`src/hw/rtl/assert_macros.svh`:
```
// Assertion macros shared by the RTL of the heaviest-edge chain ordering block.
// Needs nothing else; simulation builds get the checks, synthesis builds get empty bodies.
`ifndef ASSERT_MACROS_SVH
`define ASSERT_MACROS_SVH
`ifndef SYNTHESIS
`define GHE_ASSERT(lbl, clk, rstn, prop) \
  lbl: assert property (@(posedge clk) disable iff (!rstn) prop) \
    else $error("assertion failed");
`define GHE_ASSERT_NEVER(lbl, clk, rstn, prop) \
  lbl: assert property (@(posedge clk) disable iff (!rstn) !(prop)) \
    else $error("forbidden condition seen");
`else
`define GHE_ASSERT(lbl, clk, rstn, prop)
`define GHE_ASSERT_NEVER(lbl, clk, rstn, prop)
`endif
`endif

```
`src/hw/rtl/ghe_pkg.sv`:
```
// Package for the heaviest-edge chain ordering block: widths, register indexes,
// sequencer states and the structs between the sequencer and the compare unit.
`default_nettype none
package ghe_pkg;
  localparam int NODE_W        = 6;
  localparam int WEIGHT_W      = 32;
  localparam int COUNT_W       = 7;
  localparam int CFG_IDX_W     = 2;
  localparam int CFG_DATA_W    = 7;
  localparam int MASK_W        = 64;
  localparam int NODE_LIMIT    = 64;
  localparam int MIN_NODES     = 2;
  localparam int DEF_MAX_NODES = 64;

  localparam logic [CFG_IDX_W-1:0] CFG_NODE_COUNT = 2'd0;
  localparam logic [CFG_IDX_W-1:0] CFG_EXCL_EN    = 2'd1;
  localparam logic [CFG_IDX_W-1:0] CFG_EXCL_NODE  = 2'd2;

  typedef enum logic [8:0] {
    ST_CLR  = 9'b000000001,
    ST_IDLE = 9'b000000010,
    ST_SEL  = 9'b000000100,
    ST_PAIR = 9'b000001000,
    ST_NBR  = 9'b000010000,
    ST_WAIT = 9'b000100000,
    ST_DEC  = 9'b001000000,
    ST_ASC  = 9'b010000000,
    ST_EMIT = 9'b100000000
  } state_t;

  typedef struct packed {
    logic              clr;
    logic              vld;
    logic [NODE_W-1:0] a;
    logic [NODE_W-1:0] b;
  } cmp_cmd_t;

  typedef struct packed {
    logic              found;
    logic [NODE_W-1:0] ba;
    logic [NODE_W-1:0] bb;
  } cmp_res_t;
endpackage
`default_nettype wire

```
`src/hw/rtl/ghe_cmp.sv`:
```
// Shared compare unit: keeps the heaviest weight seen in a scan and its node pair.
// Depends on ghe_pkg for the command and result structs.
`default_nettype none
module ghe_cmp (
  input  wire logic                         clk,
  input  wire logic                         rst_n,
  input  wire ghe_pkg::cmp_cmd_t            cmd,
  input  wire logic [ghe_pkg::WEIGHT_W-1:0] rdata,
  output ghe_pkg::cmp_res_t                 res
);
  logic [ghe_pkg::WEIGHT_W-1:0] best_r;
  logic                         found_r;
  logic [ghe_pkg::NODE_W-1:0]   ba_r;
  logic [ghe_pkg::NODE_W-1:0]   bb_r;

  // strict greater keeps the first (lowest index) of equal weights
  always_ff @(posedge clk) begin
    if (!rst_n) begin
      found_r <= 1'b0;
      best_r  <= '0;
    end else if (cmd.clr) begin
      found_r <= 1'b0;
      best_r  <= '0;
    end else if (cmd.vld && (rdata > best_r)) begin
      found_r <= 1'b1;
      best_r  <= rdata;
      ba_r    <= cmd.a;
      bb_r    <= cmd.b;
    end
  end

  assign res.found = found_r;
  assign res.ba    = ba_r;
  assign res.bb    = bb_r;
endmodule
`default_nettype wire

```
`config.mk`:
```
export PLATFORM = sky130hd
export DESIGN_NAME = ghe_cmp
export DESIGN_NICKNAME = d
export VERILOG_FILES = /design/src/hw/rtl/assert_macros.svh /design/src/hw/rtl/ghe_pkg.sv /design/src/hw/rtl/ghe_cmp.sv
export SDC_FILE = /design/constraint.sdc
export NUM_CORES = 1
export LEC_CHECK = 0
export ABC_CLOCK_PERIOD_IN_PS = 7510
export BUFFER_PORTS_ARGS = -buffer_cell sky130_fd_sc_hd__buf_4
export CORE_ASPECT_RATIO = 1.5
export CORE_UTILIZATION = 39
export DETAILED_ROUTE_END_ITERATION = 10
export SLEW_MARGIN = 20
export SYNTH_ARGS = -nofsm -noshare
export SYNTH_HDL_FRONTEND = slang
export SYNTH_SLANG_ARGS = --single-unit
```
`constraint.sdc`:
```
create_clock -name clk -period 7.51 [get_ports clk]
set_input_delay 0 -clock clk [delete_from_list [all_inputs] [get_ports clk]]
set_output_delay 0 -clock clk [all_outputs]
set_load 0.02 [all_outputs]
```
==> reports/results.tsv <==
metric	value	unit
Die ar.	6800	um^2
Max VDD drop	0.0912	mV
drt pass-1 iters	3	
routed wire length	5190	um
core area	6170	um^2
fraction of layout cells with a size suffix above 1	0.201	
Routed Antenna Nets	0	
Wirelength per Cell	11.6	um
max_cap viols	0	
H-tree lvl count	2	
Worst EP required	7.45	ns
clock skew	0.00701	ns
IO Pins	61	
CTS clk-pin slew, worst paths	0.09	ns
total track usage	0.165	
ys async rst share	0	
DRT iter0 DRCs	86	
Die Wd	67.7	um
multi-input logic area	1290	um^2
Synth Cell Area	2520	um^2
Final Critical Period	2.57	ns
RSZ-0062 raised after global routing	no	
post_cts resized	0	
worst skew pair latency	0.30	ns
Crit Path Category	flip-flop to flip-flop	
number of global-route vias before repair	2018	
CP Capture Type	flip-flop	
top post-synthesis cells by count	nand2_1, dfxtp_1, inv_1	
Slew @ Worst Pin	0.628	ns
sw power	0.140	mW
Synth area leader	dfxtp_1	
Synth Instances	271	
Initial Utilization	0.409	
Clock Sinks	45	
Place WS	4.93	ns
final hold slack	0.360	ns
register-to-register setup slack	4.94	ns
CP startpoint kind	flip-flop	
Inst Count DP	395	
routed via count	2091	
Fillers	560	
Leak	1.45	nW
P&R area growth vs syn	39.6	%
gpl congestion	0.698	
Seq/Total Area, Yosys	0.405	
final setup TNS	0	ns
Net Sw Frac	0.267	
largest net degree at the start of global routing	67	
syn nets	351	
FF+latch area	1020	um^2
IO buf count	60	
Slew Limit Fails	0	
post-synth top area share	0.262	
crit path max fanout	12	
Yosys warnings	0	
Top FF cell, synth	dfxtp_1	
status	finished clean	
Yosys cell types	31	
CP max stage cell	and2_1	
Residual DRC	0	
Area contributors post-synth	dfxtp_1, ha_1, edfxtp_1	
TritonCTS buffer count	5	
Max Fclk	389	MHz
final worst path period share	0.342	
Longest Clk Path Bufs	2	
post-DP HPWL	3540	um
worst min path class	input pin to flip-flop	
Final Hold Viols	0	
final net count	452	
CP arrival	2.51	ns
number of flops mapped to enable cells by yosys	12	
Mean Syn Cell Area	9.31	um^2
most common cell in the netlist	nand2_1	
total design power	0.524	mW
crit path cell chain	inv_1 -> ha_1 -> nand4_1 -> nor4_2 -> nand3_1 -> a31oi_1 -> o21ba_2 -> and2_1	
die span in y	101	um
critical path's largest stage delay	0.46	ns
Reg power frac	0.496	
Combinational Power Share	0.208	
final cell count without fillers	447	
CTS tree	yes	
flops & latches, synth	45	
final setup violation count	0	
P per Cell Area	149	nW/um^2
clock share of power	0.296	
internal power	0.384	mW
Clock Root Buffer	clkbuf_8	
Setup WS post-layout	4.94	ns
global-route wire length before repair	8540	um
global route total overflow	0	
Slew HR	0.581	
n_diodes	0	
initial antenna violation count	0	
vias per cell	4.68	
site row count	35	
==> per-layer routing <==
layer	vias to the layer above	wire, um	track usage
li1	1108	-	-
met2	40	2690	0.299
met5	-	0	0
met1	937	2230	0.186
met3	6	198	0.0328
met4	0	70	0.0540
==> critical path: cells and delay by family (launching register included) <==
kind,cells,cell delay (ns)
fa+ha+maj,1,0.32
flops,1,0.34
simple gates,4,1.17
compound gates,2,0.33
buf+inv,1,0.05
==> power groups by stage <==
stage | clock (mW) | combinational, mW | sequential [mW]
2_1_floorplan | 0 | 0.0578 | 0.267
3_3_place_gp | 0 | 0.0892 | 0.265
3_5_place_dp | 0 | 0.0912 | 0.266
4_1_cts | 0.162 | 0.110 | 0.260
5_1_grt | 0.171 | 0.121 | 0.261
6_report | 0.155 | 0.109 | 0.260
==> flip-flops by register name (all words and copies together) (netlist names) <==
signal / cells
found_r: 1
best_r: 32
bb_r: 6
ba_r: 6
==> logic make-up (layout without fill, tap and decap cells) <==
logic type,count (synthesis),in the layout,share of synthesized area
multiplexers,32,32,0.127
flip-flops,45,45,0.405
adder cells (fa/ha/maj),32,32,0.159
buffers and inverters,45,147,0.0887
AO/OA/AOI/OAI,28,28,0.0714
AND/OR/NAND/NOR,89,89,0.150
==> cell type report <==
class                   count  share of cell area
flip-flops and latches     45               0.290
well taps                  74              0.0263
repair buffers            106               0.257
clock buffers               5              0.0195
clock inverters             3             0.00710
inverters                  33              0.0352
multi-input cells         181               0.365
==> metrics by stage <==
step	area (um^2)	utilization
after floorplan	2520	-
after global placement	2990	0.484
after detailed placement	2990	0.484
after CTS	3520	0.571
after global routing	3520	0.571
final	3520	0.571
==> path summary, 6_finish.rpt <==
check | from | to | depth (start not counted)
worst max-delay path | best_r[31] | ba_r[2] | 8
worst min-delay path | cmd[13] | best_r[8] | 5
worst max register to register | best_r[31] | ba_r[2] | 8
worst min register to register | best_r[27] | best_r[27] | 2
==> layout by cell type, fill, tap and decap left out, drive strengths merged, types with 2 or more instances in the layout <==
master       netlist  final
a21oi             13     13
nor2               4      4
ha                32     32
buf                5     62
dfxtp             33     33
nor2b              2      2
edfxtp            12     12
mux2i             32     32
clkbuf             7      5
inv               33     34
o211ai             2      2
dlygate4sd3        0     44
o21ai              5      5
nand2             72     72
nand4              6      6
==> what timing repair did <==
| action | in CTS | in global routing |
|---|---|---|
| endpoints found under the hold margin | 44 | 0 |
| hold buffers | 44 | 0 |
| buffers inserted | 0 | 0 |
| setup endpoints to repair | 0 | 0 |
No activity file was read; power rests on OpenSTA's default activity.
